## src/hdl/lcws_pkg.sv

```systemverilog
// Shared constants and types for the load cell weight stabilizer.
// Fixed field widths, register map, reset values and fixed-point shifts.
// No dependencies.
`default_nettype none

package lcws_pkg;

	// default geometry
	localparam int WINDOW_LEN_DEF  = 12;
	localparam int SAMPLE_BITS_DEF = 24;

	// register and field widths
	localparam int GAIN_W     = 9;
	localparam int STEP_W     = 10;
	localparam int LIMIT_W    = 8;
	localparam int BAND_W     = 24;
	localparam int CFG_IDX_W  = 3;
	localparam int CFG_DATA_W = 24;
	localparam int OUT_W      = 16;

	// fixed-point shifts: sample (1/16 g) to average (1/4096 g), gain in 1/256,
	// smoothed value (1/4096 g) to grams
	localparam int AVG_SH = 8;
	localparam int SM_SH  = 8;
	localparam int GR_SH  = 12;

	localparam int GAIN_FULL = 256;
	localparam int OUT_MAX   = 32767;
	localparam int OUT_MIN   = -32768;

	// register map
	typedef enum logic [CFG_IDX_W-1:0] {
		REG_SMOOTHING_GAIN   = 3'd0,
		REG_DISPLAY_STEP     = 3'd1,
		REG_STABLE_STEP      = 3'd2,
		REG_AUTO_TARE_EN     = 3'd3,
		REG_DRIFT_CNT_LIMIT  = 3'd4,
		REG_DRIFT_BAND_LOW   = 3'd5,
		REG_DRIFT_BAND_HIGH  = 3'd6,
		REG_NEG_DRIFT_LIMIT  = 3'd7
	} cfg_reg_t;

	// register reset values
	localparam logic [GAIN_W-1:0]         RST_GAIN      = GAIN_W'(51);
	localparam logic [STEP_W-1:0]         RST_DISP_STEP = STEP_W'(1);
	localparam logic [STEP_W-1:0]         RST_STAB_STEP = STEP_W'(2);
	localparam logic                      RST_AUTO_TARE = 1'b1;
	localparam logic [LIMIT_W-1:0]        RST_LIMIT     = LIMIT_W'(20);
	localparam logic signed [BAND_W-1:0]  RST_BAND_LO   = BAND_W'(32);
	localparam logic signed [BAND_W-1:0]  RST_BAND_HI   = BAND_W'(112);
	localparam logic signed [BAND_W-1:0]  RST_NEG_LIM   = BAND_W'(-32);

endpackage : lcws_pkg

`default_nettype wire

```

## src/hdl/load_cell_weight_stabilizer_top.sv

```systemverilog
// Load cell weight stabilizer: tare, moving average, smoother, held weights.
// Depends on lcws_pkg.
//
// Usage:
//   Input channel (in_valid/in_ready) takes one transaction per sample:
//   raw_weight in 1/16 g and tare_request. Output channel (out_valid/
//   out_ready) returns exactly one transaction per sample: stable_weight,
//   display_weight (grams, saturated) and tare_fired.
//   Configuration channel (cfg_valid/cfg_ready, always ready) writes the
//   register selected by cfg_index from cfg_data; write only while idle.
// Timing:
//   One sample at a time. The result shows up once the sample has passed
//   through the bit-serial divider for the window average (one quotient bit
//   per cycle over the sum plus eight fraction bits) and the bit-serial
//   multiply by the 9-bit gain, and the next sample is taken from the
//   same cycle on in which that result shows up.
// Reset:
//   arst_n clears the window valid bits, sum, smoother, held weights, drift
//   count and loads the register defaults; the block is idle after it.
// Stall:
//   A finished result sits in the output register; a new sample is accepted
//   meanwhile, and its result waits in the last step until the old one is
//   taken.
`default_nettype none

module load_cell_weight_stabilizer_top
	import lcws_pkg::*;
#(
	parameter int WINDOW_LEN  = WINDOW_LEN_DEF,
	parameter int SAMPLE_BITS = SAMPLE_BITS_DEF
) (
	input  wire logic                          clk,
	input  wire logic                          arst_n,
	// sample channel
	input  wire logic                          in_valid,
	output logic                               in_ready,
	input  wire logic signed [SAMPLE_BITS-1:0] raw_weight,
	input  wire logic                          tare_request,
	// result channel
	output logic                               out_valid,
	input  wire logic                          out_ready,
	output logic signed [OUT_W-1:0]            stable_weight,
	output logic signed [OUT_W-1:0]            display_weight,
	output logic                               tare_fired,
	// configuration channel
	input  wire logic                          cfg_valid,
	output logic                               cfg_ready,
	input  wire logic [CFG_IDX_W-1:0]          cfg_index,
	input  wire logic [CFG_DATA_W-1:0]         cfg_data
);

	// derived widths
	localparam int CNT_W  = $clog2(WINDOW_LEN + 1);          // fill count
	localparam int SLOT_W = $clog2(WINDOW_LEN);              // window address
	localparam int SUM_W  = SAMPLE_BITS + CNT_W;             // window sum
	localparam int DIV_W  = SUM_W + AVG_SH;                  // dividend bits
	localparam int DCT_W  = $clog2(DIV_W);
	localparam int AVG_W  = SAMPLE_BITS + AVG_SH + 1;        // average, 1/4096 g
	localparam int DIF_W  = AVG_W + 1;
	localparam int PRD_W  = DIF_W + GAIN_W;                  // smoother numerator
	localparam int MCT_W  = $clog2(GAIN_W);
	localparam int RND_W  = (AVG_W + 1 > GR_SH + OUT_W + 1) ? AVG_W + 1 : GR_SH + OUT_W + 1;
	localparam int GX_W   = RND_W - GR_SH;
	localparam int CMP_W  = (SAMPLE_BITS > BAND_W) ? SAMPLE_BITS : BAND_W;

	localparam logic [SLOT_W-1:0]       LAST_SLOT  = SLOT_W'(WINDOW_LEN - 1);
	localparam logic [CNT_W-1:0]        FULL_CNT   = CNT_W'(WINDOW_LEN);
	localparam logic [PRD_W-1:0]        SM_HALF    = PRD_W'(2 ** (SM_SH - 1));
	localparam logic [PRD_W-1:0]        SM_HALF_M  = PRD_W'(2 ** (SM_SH - 1) - 1);
	localparam logic [RND_W-1:0]        GR_HALF    = RND_W'(2 ** (GR_SH - 1));
	localparam logic [RND_W-1:0]        GR_HALF_M  = RND_W'(2 ** (GR_SH - 1) - 1);
	localparam logic signed [GX_W-1:0]  SAT_HI     = GX_W'(OUT_MAX);
	localparam logic signed [GX_W-1:0]  SAT_LO     = GX_W'(OUT_MIN);
	localparam logic [GAIN_W-1:0]       GAIN_ONE   = GAIN_W'(GAIN_FULL);
	localparam logic [LIMIT_W-1:0]      DRIFT_MAX  = '1;

	typedef enum logic [3:0] {
		ST_IDLE,
		ST_READ,    // tare clear, window write, old sample read
		ST_SUM,     // running sum and drift count
		ST_DINIT,   // load divider
		ST_DIV,     // one quotient bit per cycle
		ST_ROUND,   // round and sign the average
		ST_MINIT,   // load multiplier
		ST_MUL,     // one gain bit per cycle
		ST_NUM,     // add 256 * smoothed value
		ST_SMOOTH,  // divide by 256, rounded
		ST_GRAMS,   // divide by 4096, rounded and saturated
		ST_HOLD,    // held weight thresholds
		ST_DONE     // hand the result to the output register
	} state_t;

	state_t state_q;

	// configuration registers
	logic [GAIN_W-1:0]        gain_q;
	logic [STEP_W-1:0]        disp_step_q;
	logic [STEP_W-1:0]        stab_step_q;
	logic                     auto_q;
	logic [LIMIT_W-1:0]       limit_q;
	logic signed [BAND_W-1:0] band_lo_q;
	logic signed [BAND_W-1:0] band_hi_q;
	logic signed [BAND_W-1:0] neg_lim_q;

	// filter state
	logic [WINDOW_LEN-1:0]    valid_q;
	logic [SLOT_W-1:0]        slot_q;
	logic                     full_q;
	logic signed [SUM_W-1:0]  sum_q;
	logic signed [AVG_W-1:0]  smooth_q;
	logic signed [OUT_W-1:0]  held_disp_q;
	logic signed [OUT_W-1:0]  held_stab_q;
	logic [LIMIT_W-1:0]       drift_q;

	// per-sample control
	logic                     tare_q;
	logic                     old_vld_q;
	logic [DCT_W-1:0]         dct_q;
	logic [MCT_W-1:0]         mct_q;

	// datapath registers
	logic signed [SAMPLE_BITS-1:0] raw_q;
	logic signed [SAMPLE_BITS-1:0] rd_q;
	logic [DIV_W-1:0]              div_q;
	logic [CNT_W-1:0]              rem_q;
	logic [CNT_W-1:0]              cnt_q;
	logic                          neg_q;
	logic [AVG_W-1:0]              avg_q;
	logic [DIF_W-1:0]              diff_q;
	logic [PRD_W-1:0]              prod_q;
	logic [GAIN_W-1:0]             gsh_q;
	logic signed [OUT_W-1:0]       grams_q;

	// output register
	logic                          out_valid_q;
	logic signed [OUT_W-1:0]       out_stab_q;
	logic signed [OUT_W-1:0]       out_disp_q;
	logic                          out_tare_q;

	// sample window memory
	logic signed [SAMPLE_BITS-1:0] win_mem [WINDOW_LEN];

	// combinational
	logic                     in_fire;
	logic                     tare_now;
	logic [SLOT_W-1:0]        wr_addr;
	logic [WINDOW_LEN-1:0]    valid_nxt;
	logic                     wrap;
	logic [CNT_W-1:0]         count_w;
	logic signed [SUM_W-1:0]  old_ext;
	logic signed [SUM_W-1:0]  sum_nxt;
	logic signed [CMP_W-1:0]  raw_c;
	logic                     drift_hit;
	logic [SUM_W-1:0]         sum_mag;
	logic [CNT_W:0]           rem2;
	logic [CNT_W:0]           rem_sub;
	logic                     q_bit;
	logic [CNT_W-1:0]         rem_nxt;
	logic                     rnd_up;
	logic [AVG_W-1:0]         amag;
	logic [AVG_W-1:0]         avg_nxt;
	logic [PRD_W-1:0]         diff_ext;
	logic [PRD_W-1:0]         mul_nxt;
	logic [PRD_W-1:0]         base_ext;
	logic [PRD_W-1:0]         sm_add;
	logic [RND_W-1:0]         sm_ext;
	logic [RND_W-1:0]         gr_add;
	logic signed [GX_W-1:0]   gx;
	logic signed [OUT_W-1:0]  gr_sat;
	logic [OUT_W:0]           dd_disp;
	logic [OUT_W:0]           dd_stab;
	logic [OUT_W:0]           ad_disp;
	logic [OUT_W:0]           ad_stab;
	logic                     upd_disp;
	logic                     upd_stab;
	logic                     out_load;

	assign in_ready  = (state_q == ST_IDLE);
	assign in_fire   = in_valid && in_ready;
	assign cfg_ready = 1'b1;

	// tare on request, or, with auto tare enabled, once the drift count reaches its limit
	assign tare_now = tare_request || (auto_q && (drift_q >= limit_q));

	// a tare restarts the window at slot zero
	assign wr_addr = tare_q ? '0 : slot_q;
	assign wrap    = (wr_addr == LAST_SLOT);

	always_comb begin
		for (int i = 0; i < WINDOW_LEN; i++) begin
			valid_nxt[i] = (!tare_q && valid_q[i]) || (wr_addr == SLOT_W'(i));
		end
	end

	// fill count, taken after the write has advanced the slot
	assign count_w = full_q ? FULL_CNT : CNT_W'(slot_q);

	// an entry not written since the last clear reads as zero
	assign old_ext = old_vld_q ? SUM_W'(rd_q) : '0;
	assign sum_nxt = sum_q + SUM_W'(raw_q) - old_ext;

	assign raw_c     = CMP_W'(raw_q);
	assign drift_hit = (auto_q && (raw_c > CMP_W'(band_lo_q)) && (raw_c < CMP_W'(band_hi_q)))
		|| (raw_c < CMP_W'(neg_lim_q));

	assign sum_mag = sum_q[SUM_W-1] ? (SUM_W'(0) - sum_q) : sum_q;

	// restoring division step
	assign rem2    = {rem_q, div_q[DIV_W-1]};
	assign rem_sub = rem2 - {1'b0, cnt_q};
	assign q_bit   = (rem2 >= {1'b0, cnt_q});
	assign rem_nxt = q_bit ? rem_sub[CNT_W-1:0] : rem2[CNT_W-1:0];

	// round half away from zero on the magnitude
	assign rnd_up  = ({rem_q, 1'b0} >= {1'b0, cnt_q});
	assign amag    = div_q[AVG_W-1:0] + AVG_W'(rnd_up);
	assign avg_nxt = neg_q ? (AVG_W'(0) - amag) : amag;

	// numerator = 256 * S + g * (A - S), g shifted in MSB first
	assign diff_ext = {{GAIN_W{diff_q[DIF_W-1]}}, diff_q};
	assign mul_nxt  = {prod_q[PRD_W-2:0], 1'b0} + (gsh_q[GAIN_W-1] ? diff_ext : '0);
	assign base_ext = {{(PRD_W - AVG_W - SM_SH){smooth_q[AVG_W-1]}}, smooth_q, {SM_SH{1'b0}}};

	// arithmetic shift after adding half (half minus one when negative)
	assign sm_add = prod_q + (prod_q[PRD_W-1] ? SM_HALF_M : SM_HALF);
	assign sm_ext = RND_W'(smooth_q);
	assign gr_add = sm_ext + (smooth_q[AVG_W-1] ? GR_HALF_M : GR_HALF);
	assign gx     = gr_add[RND_W-1:GR_SH];

	always_comb begin
		priority if (gx > SAT_HI) begin
			gr_sat = OUT_W'(OUT_MAX);
		end else if (gx < SAT_LO) begin
			gr_sat = OUT_W'(OUT_MIN);
		end else begin
			gr_sat = gx[OUT_W-1:0];
		end
	end

	assign dd_disp  = {grams_q[OUT_W-1], grams_q} - {held_disp_q[OUT_W-1], held_disp_q};
	assign dd_stab  = {grams_q[OUT_W-1], grams_q} - {held_stab_q[OUT_W-1], held_stab_q};
	assign ad_disp  = dd_disp[OUT_W] ? ((OUT_W + 1)'(0) - dd_disp) : dd_disp;
	assign ad_stab  = dd_stab[OUT_W] ? ((OUT_W + 1)'(0) - dd_stab) : dd_stab;
	assign upd_disp = (ad_disp >= (OUT_W + 1)'(disp_step_q));
	assign upd_stab = (ad_stab >= (OUT_W + 1)'(stab_step_q));

	// result moves into the output register once the old one is gone
	assign out_load = (state_q == ST_DONE) && (!out_valid_q || out_ready);

	// state, filter state, configuration and output register
	always_ff @(posedge clk or negedge arst_n) begin
		if (!arst_n) begin
			state_q     <= ST_IDLE;
			gain_q      <= RST_GAIN;
			disp_step_q <= RST_DISP_STEP;
			stab_step_q <= RST_STAB_STEP;
			auto_q      <= RST_AUTO_TARE;
			limit_q     <= RST_LIMIT;
			band_lo_q   <= RST_BAND_LO;
			band_hi_q   <= RST_BAND_HI;
			neg_lim_q   <= RST_NEG_LIM;
			valid_q     <= '0;
			slot_q      <= '0;
			full_q      <= 1'b0;
			sum_q       <= '0;
			smooth_q    <= '0;
			held_disp_q <= '0;
			held_stab_q <= '0;
			drift_q     <= '0;
			tare_q      <= 1'b0;
			old_vld_q   <= 1'b0;
			dct_q       <= '0;
			mct_q       <= '0;
			out_valid_q <= 1'b0;
			out_stab_q  <= '0;
			out_disp_q  <= '0;
			out_tare_q  <= 1'b0;
		end else begin
			// configuration writes
			if (cfg_valid && cfg_ready) begin
				unique case (cfg_reg_t'(cfg_index))
					REG_SMOOTHING_GAIN:  gain_q      <= cfg_data[GAIN_W-1:0];
					REG_DISPLAY_STEP:    disp_step_q <= cfg_data[STEP_W-1:0];
					REG_STABLE_STEP:     stab_step_q <= cfg_data[STEP_W-1:0];
					REG_AUTO_TARE_EN:    auto_q      <= cfg_data[0];
					REG_DRIFT_CNT_LIMIT: limit_q     <= cfg_data[LIMIT_W-1:0];
					REG_DRIFT_BAND_LOW:  band_lo_q   <= cfg_data[BAND_W-1:0];
					REG_DRIFT_BAND_HIGH: band_hi_q   <= cfg_data[BAND_W-1:0];
					REG_NEG_DRIFT_LIMIT: neg_lim_q   <= cfg_data[BAND_W-1:0];
				endcase
			end

			// drop the shown result once taken
			if (out_valid_q && out_ready) begin
				out_valid_q <= 1'b0;
			end

			unique case (state_q)
				ST_IDLE: begin
					if (in_fire) begin
						tare_q  <= tare_now;
						state_q <= ST_READ;
					end
				end
				ST_READ: begin
					if (tare_q) begin
						sum_q       <= '0;
						smooth_q    <= '0;
						held_disp_q <= '0;
						held_stab_q <= '0;
						drift_q     <= '0;
					end
					old_vld_q <= !tare_q && valid_q[wr_addr];
					valid_q   <= valid_nxt;
					slot_q    <= wrap ? '0 : wr_addr + 1'b1;
					full_q    <= (!tare_q && full_q) || wrap;
					state_q   <= ST_SUM;
				end
				ST_SUM: begin
					sum_q <= sum_nxt;
					if (drift_hit) begin
						if (drift_q != DRIFT_MAX) begin
							drift_q <= drift_q + 1'b1;
						end
					end else begin
						drift_q <= '0;
					end
					state_q <= ST_DINIT;
				end
				ST_DINIT: begin
					dct_q   <= DCT_W'(DIV_W - 1);
					state_q <= ST_DIV;
				end
				ST_DIV: begin
					if (dct_q == '0) begin
						state_q <= ST_ROUND;
					end else begin
						dct_q <= dct_q - 1'b1;
					end
				end
				ST_ROUND: begin
					state_q <= ST_MINIT;
				end
				ST_MINIT: begin
					mct_q   <= MCT_W'(GAIN_W - 1);
					state_q <= ST_MUL;
				end
				ST_MUL: begin
					if (mct_q == '0) begin
						state_q <= ST_NUM;
					end else begin
						mct_q <= mct_q - 1'b1;
					end
				end
				ST_NUM: begin
					state_q <= ST_SMOOTH;
				end
				ST_SMOOTH: begin
					smooth_q <= sm_add[AVG_W+SM_SH-1:SM_SH];
					state_q  <= ST_GRAMS;
				end
				ST_GRAMS: begin
					state_q <= ST_HOLD;
				end
				ST_HOLD: begin
					if (upd_disp) begin
						held_disp_q <= grams_q;
					end
					if (upd_stab) begin
						held_stab_q <= grams_q;
					end
					state_q <= ST_DONE;
				end
				ST_DONE: begin
					// hold here while the previous result is still waiting
					if (out_load) begin
						out_valid_q <= 1'b1;
						out_stab_q  <= held_stab_q;
						out_disp_q  <= held_disp_q;
						out_tare_q  <= tare_q;
						state_q     <= ST_IDLE;
					end
				end
				default: begin
					state_q <= ST_IDLE;
				end
			endcase
		end
	end

	// datapath registers, no reset needed
	always_ff @(posedge clk) begin
		if (in_fire) begin
			raw_q <= raw_weight;
		end
		unique case (state_q)
			ST_DINIT: begin
				div_q <= {sum_mag, {AVG_SH{1'b0}}};
				rem_q <= '0;
				cnt_q <= count_w;
				neg_q <= sum_q[SUM_W-1];
			end
			ST_DIV: begin
				div_q <= {div_q[DIV_W-2:0], q_bit};
				rem_q <= rem_nxt;
			end
			ST_ROUND: begin
				avg_q <= avg_nxt;
			end
			ST_MINIT: begin
				diff_q <= {avg_q[AVG_W-1], avg_q} - {smooth_q[AVG_W-1], smooth_q};
				prod_q <= '0;
				// gains above full scale act as full scale
				gsh_q  <= gain_q[GAIN_W-1] ? GAIN_ONE : gain_q;
			end
			ST_MUL: begin
				prod_q <= mul_nxt;
				gsh_q  <= {gsh_q[GAIN_W-2:0], 1'b0};
			end
			ST_NUM: begin
				prod_q <= prod_q + base_ext;
			end
			ST_GRAMS: begin
				grams_q <= gr_sat;
			end
			default: begin
			end
		endcase
	end

	// window memory: write the new sample, read the one it replaces
	always_ff @(posedge clk) begin
		if (state_q == ST_READ) begin
			rd_q             <= win_mem[wr_addr];
			win_mem[wr_addr] <= raw_q;
		end
	end

	assign out_valid      = out_valid_q;
	assign stable_weight  = out_stab_q;
	assign display_weight = out_disp_q;
	assign tare_fired     = out_tare_q;

endmodule : load_cell_weight_stabilizer_top

`default_nettype wire

```

## config.mk

```make
export PLATFORM = sky130hd
export DESIGN_NAME = load_cell_weight_stabilizer_top
export DESIGN_NICKNAME = d
export VERILOG_FILES = /design/src/hdl/lcws_pkg.sv /design/src/hdl/load_cell_weight_stabilizer_top.sv
export SDC_FILE = /design/constraint.sdc
export NUM_CORES = 2
export LEC_CHECK = 0
export BUFFER_PORTS_ARGS = -buffer_cell sky130_fd_sc_hd__buf_4
export CAP_MARGIN = 0
export CELL_PAD_IN_SITES_DETAIL_PLACEMENT = 0
export CELL_PAD_IN_SITES_GLOBAL_PLACEMENT = 1
export CORE_UTILIZATION = 30
export DETAILED_ROUTE_END_ITERATION = 16
export GPL_TIMING_DRIVEN = 1
export PLACE_DENSITY_LB_ADDON = 0.1
export SYNTH_ARGS = -nofsm -noshare
export SYNTH_HDL_FRONTEND = slang
export SYNTH_SLANG_ARGS = --single-unit
```

## constraint.sdc

```tcl
create_clock -name clk -period 5.4 [get_ports clk]
set_input_delay 1.35 -clock clk [delete_from_list [all_inputs] [get_ports clk]]
set_output_delay 1.35 -clock clk [all_outputs]
set_load 0.1 [all_outputs]
```

==> flow_metrics.env <==
export IMPL_clkLatencyLatePin_ps=720
export IMPL_root_buffer="clkbuf_16"
export IMPL_cts_sinks=794
export IMPL_fin_skew_ps=51.38
export IMPL_synthFlopType="edfxtp_1"
export IMPL_crit_fanout=8
export IMPL_grt_util_all_layers=0.1718
export IMPL_avgSynthCellArea_sq_um=10.52
export IMPL_die_area_sq_um=156200
export IMPL_grt_pass1_wl_microns=206700
export IMPL_async_flop_share=0.3501
export IMPL_cp_required_ps=6000
export IMPL_tightestPinTransition_ps=1189
export IMPL_fmax_mhz=197.0
export IMPL_synth_distinct_cells=107
export IMPL_post_dp_hpwl_microns=97680
export IMPL_wl_per_cell_microns=20.27
export IMPL_worstPathArrival_ps=5670
export IMPL_powerDensity_nw_per_um2=309.2
export IMPL_core_area_sq_um=152800
export IMPL_period_share=0.9402
export IMPL_grt_pass1_vias=32770
export IMPL_die_y_microns=395.2
export IMPL_status="finished, final reports clean"
export IMPL_htreeDepth=3
export IMPL_setup_viol=0
export IMPL_synth_edf_count=516
export IMPL_period_minus_slack_ps=5077
export IMPL_dp_cells=6497
export IMPL_total_leakage_power_nw=21.39
export IMPL_syn_to_final_growth_pct=15.03
export IMPL_power_mw=16.50
export IMPL_clk_pin_slew_ps=60
export IMPL_rows=143
export IMPL_grt_overflow=0
export IMPL_layout_drive_gt1_share=0.1332
export IMPL_grt_max_degree=98
export IMPL_final_cells=6685
export IMPL_synth_seq_cells=794
export IMPL_ir_drop_uv=216.3
export IMPL_clk_path_buf_depth=3
export IMPL_syn_inst=4409
export IMPL_drv_cap=0
export IMPL_wl_microns=135500
export IMPL_post_route_util=0.3492
export IMPL_ant_nets=0
export IMPL_crit_type="reg -> reg"
export IMPL_syn_area_sq_um=46390
export IMPL_drc_errors=0
export IMPL_synth_nets=4802
export IMPL_via_per_inst=4.885
export IMPL_max_slew_margin=0.2072
export IMPL_fin_tns_setup_ps=0
export IMPL_slew_violations=0
export IMPL_critPathLaunchType="flip-flop"
export IMPL_cts_tree="built"
export IMPL_min_delay_path_class="reg -> reg"
export IMPL_postCtsHoldBufs=0
export IMPL_dpl_cell_area_sq_um=50020
export IMPL_vias=32650
export IMPL_cts_buffers=98
export IMPL_rrSetupSlack_ps=320
export IMPL_port_buffers=91
export IMPL_diodes=0
export IMPL_antenna_found_initial=2
export IMPL_endpoint_kind="flip-flop"
export IMPL_drt_iter0_drc=1710
export IMPL_ys_warnings_count=0
export IMPL_die_x_microns=395.2
export IMPL_gp_congestion=0.8018
export IMPL_hold_viol_final=0
export IMPL_ios=93
export IMPL_firstDrtPassIters=6
export IMPL_initial_core_util=0.3036
export IMPL_fin_area_sq_um=53360
export IMPL_ys_seq_area_frac=0.4849
export IMPL_nets=4966
metal layers:
| metal | track usage | wire (microns) | vias to the layer above |
|---|---|---|---|
| met2 | 0.2779 | 62480 | 394 |
| met1 | 0.2375 | 65430 | 15780 |
| met5 | 0 | 0 | - |
| met3 | 0.02348 | 3786 | 170 |
| met4 | 0.05136 | 3780 | 0 |
| li1 | - | - | 16310 |
registers in the layout (all words and copies together) (netlist names), 24 cells and up:
register / flops
win_mem: 288
prod_q: 43
div_q: 36
diff_q: 34
avg_q: 33
smooth_q: 33
sum_q: 28
band_hi_q: 24
band_lo_q: 24
neg_lim_q: 24
raw_c: 24
rd_q: 24
cell usage in the layout, fill, tap and decap left out, drive strengths merged, types with 15 or more instances in the layout:
cell       n
xnor2    185
clkbuf   120
a21oi    178
o21a      43
a211oi    52
a22oi     23
mux2     137
o21bai    21
nor4      15
o21ai    344
edfxtp   516
nor2     188
nand2    461
ha       303
nand2b    58
a31oi     51
or3       25
or2       18
nand4     33
fa        33
and2      99
inv      366
and3      36
a22o      23
dfstp     32
o31ai     27
o2bb2ai   20
a21o     116
nor3      73
o211ai    15
dfrtp    246
clkinv    48
nand3    122
xor2      94
nor2b     61
o22ai     46
o22a      24
buf      213
critical path, stage by stage (launching register included):
cell and delay [ps]:
edfxtp_1 380, inv_1 100, ha_2 200, fa_2 210
nor2b_2 50, o31a_1 350, o31ai_4 240, a21bo_2 180
nand3_1 110, o2bb2ai_4 190, buf_4 180, nor2_1 130
xnor2_1 140, ha_1 270, a21o_1 170, a211oi_2 230
o21ai_1 110, a211oi_2 210, o21ai_2 80, or4_1 520
o32ai_1 130, o311a_2 300, buf_12 130, a21oi_4 90
a22o_1 270
what timing repair did:
item,in CTS,in global routing
gates resized for setup,0,18
setup endpoints to repair,0,16
setup buffers,0,4
report_power, final:
part	switching (mW)	leakage [nW]	internal, mW
registers	0.397	8.23	6.91
logic	1.44	11.6	1.19
clock network	2.81	1.54	3.75
total	4.65	21.4	11.9
cells in the mapped netlist, types with 60 or more instances:
library cell,instances,area (sq um)
a21o_1,115,863.3
a21oi_1,175,875.8
and2_1,99,619.3
clkbuf_1,125,469.2
dfrtp_1,246,6156
edfxtp_1,516,15490
ha_1,303,3791
inv_1,364,1366
mux2_2,135,1520
nand2_1,461,1730
nand3_1,122,610.6
nor2_1,187,701.9
nor2b_1,60,375.4
nor3_1,71,355.3
o21ai_0,332,1662
xnor2_1,185,1620
xor2_1,94,823.3
per-stage QoR:
step | hold slack [ps] | setup WS (ps)
finish | 476.6 | 322.7
global route | 489.8 | -26.06
CTS | 479.2 | 88.21
detailed placement | 460.7 | 123.5
global placement | 457.0 | 160.4
floorplan | 439.5 | 179.1
cell type report:
class                           count  area [sq um]
Sequential cell                   794         22500
Timing Repair Buffer              214          1707
Inverter                          365          1370
Fill cell                       15520         99440
Tap cell                         2030          2540
Clock buffer                      119          2581
Multi-Input combinational cell   3100         22060
Clock inverter                     63         609.3
path summary, 6_finish.rpt:
| path | endpoint | startpoint | cells after the start |
|---|---|---|---|
| setup / recovery | held_stab_q[10]$_DFFE_PN0P_ | grams_q[0]$_SDFFCE_PN1P_ | 24 |
| hold / removal | display_weight[10]$_DFFE_PN0P_ | display_weight[10]$_DFFE_PN0P_ | 2 |
| setup reg to reg | held_stab_q[10]$_DFFE_PN0P_ | grams_q[0]$_SDFFCE_PN1P_ | 24 |
| hold reg to reg | display_weight[10]$_DFFE_PN0P_ | display_weight[10]$_DFFE_PN0P_ | 2 |
| max in group asynchronous | band_hi_q[19]$_DFFE_PN0P_ | arst_n | 2 |
| min in group asynchronous | sum_q[25]$_DFFE_PN0P_ | arst_n | 1 |
cell families after synthesis:
kind of cell / Yosys count / synth area share
XOR/XNOR: 279 / 0.05268
adder cells (fa/ha/maj): 336 / 0.09597
buffers and inverters: 516 / 0.04267
multiplexers: 146 / 0.03601
other: 1 / 0.00008084
AND/OR/NAND/NOR: 1229 / 0.1286
flip-flops: 794 / 0.4849
AO/OA/AOI/OAI: 1108 / 0.1591
No activity file was read; power rests on OpenSTA's default activity.
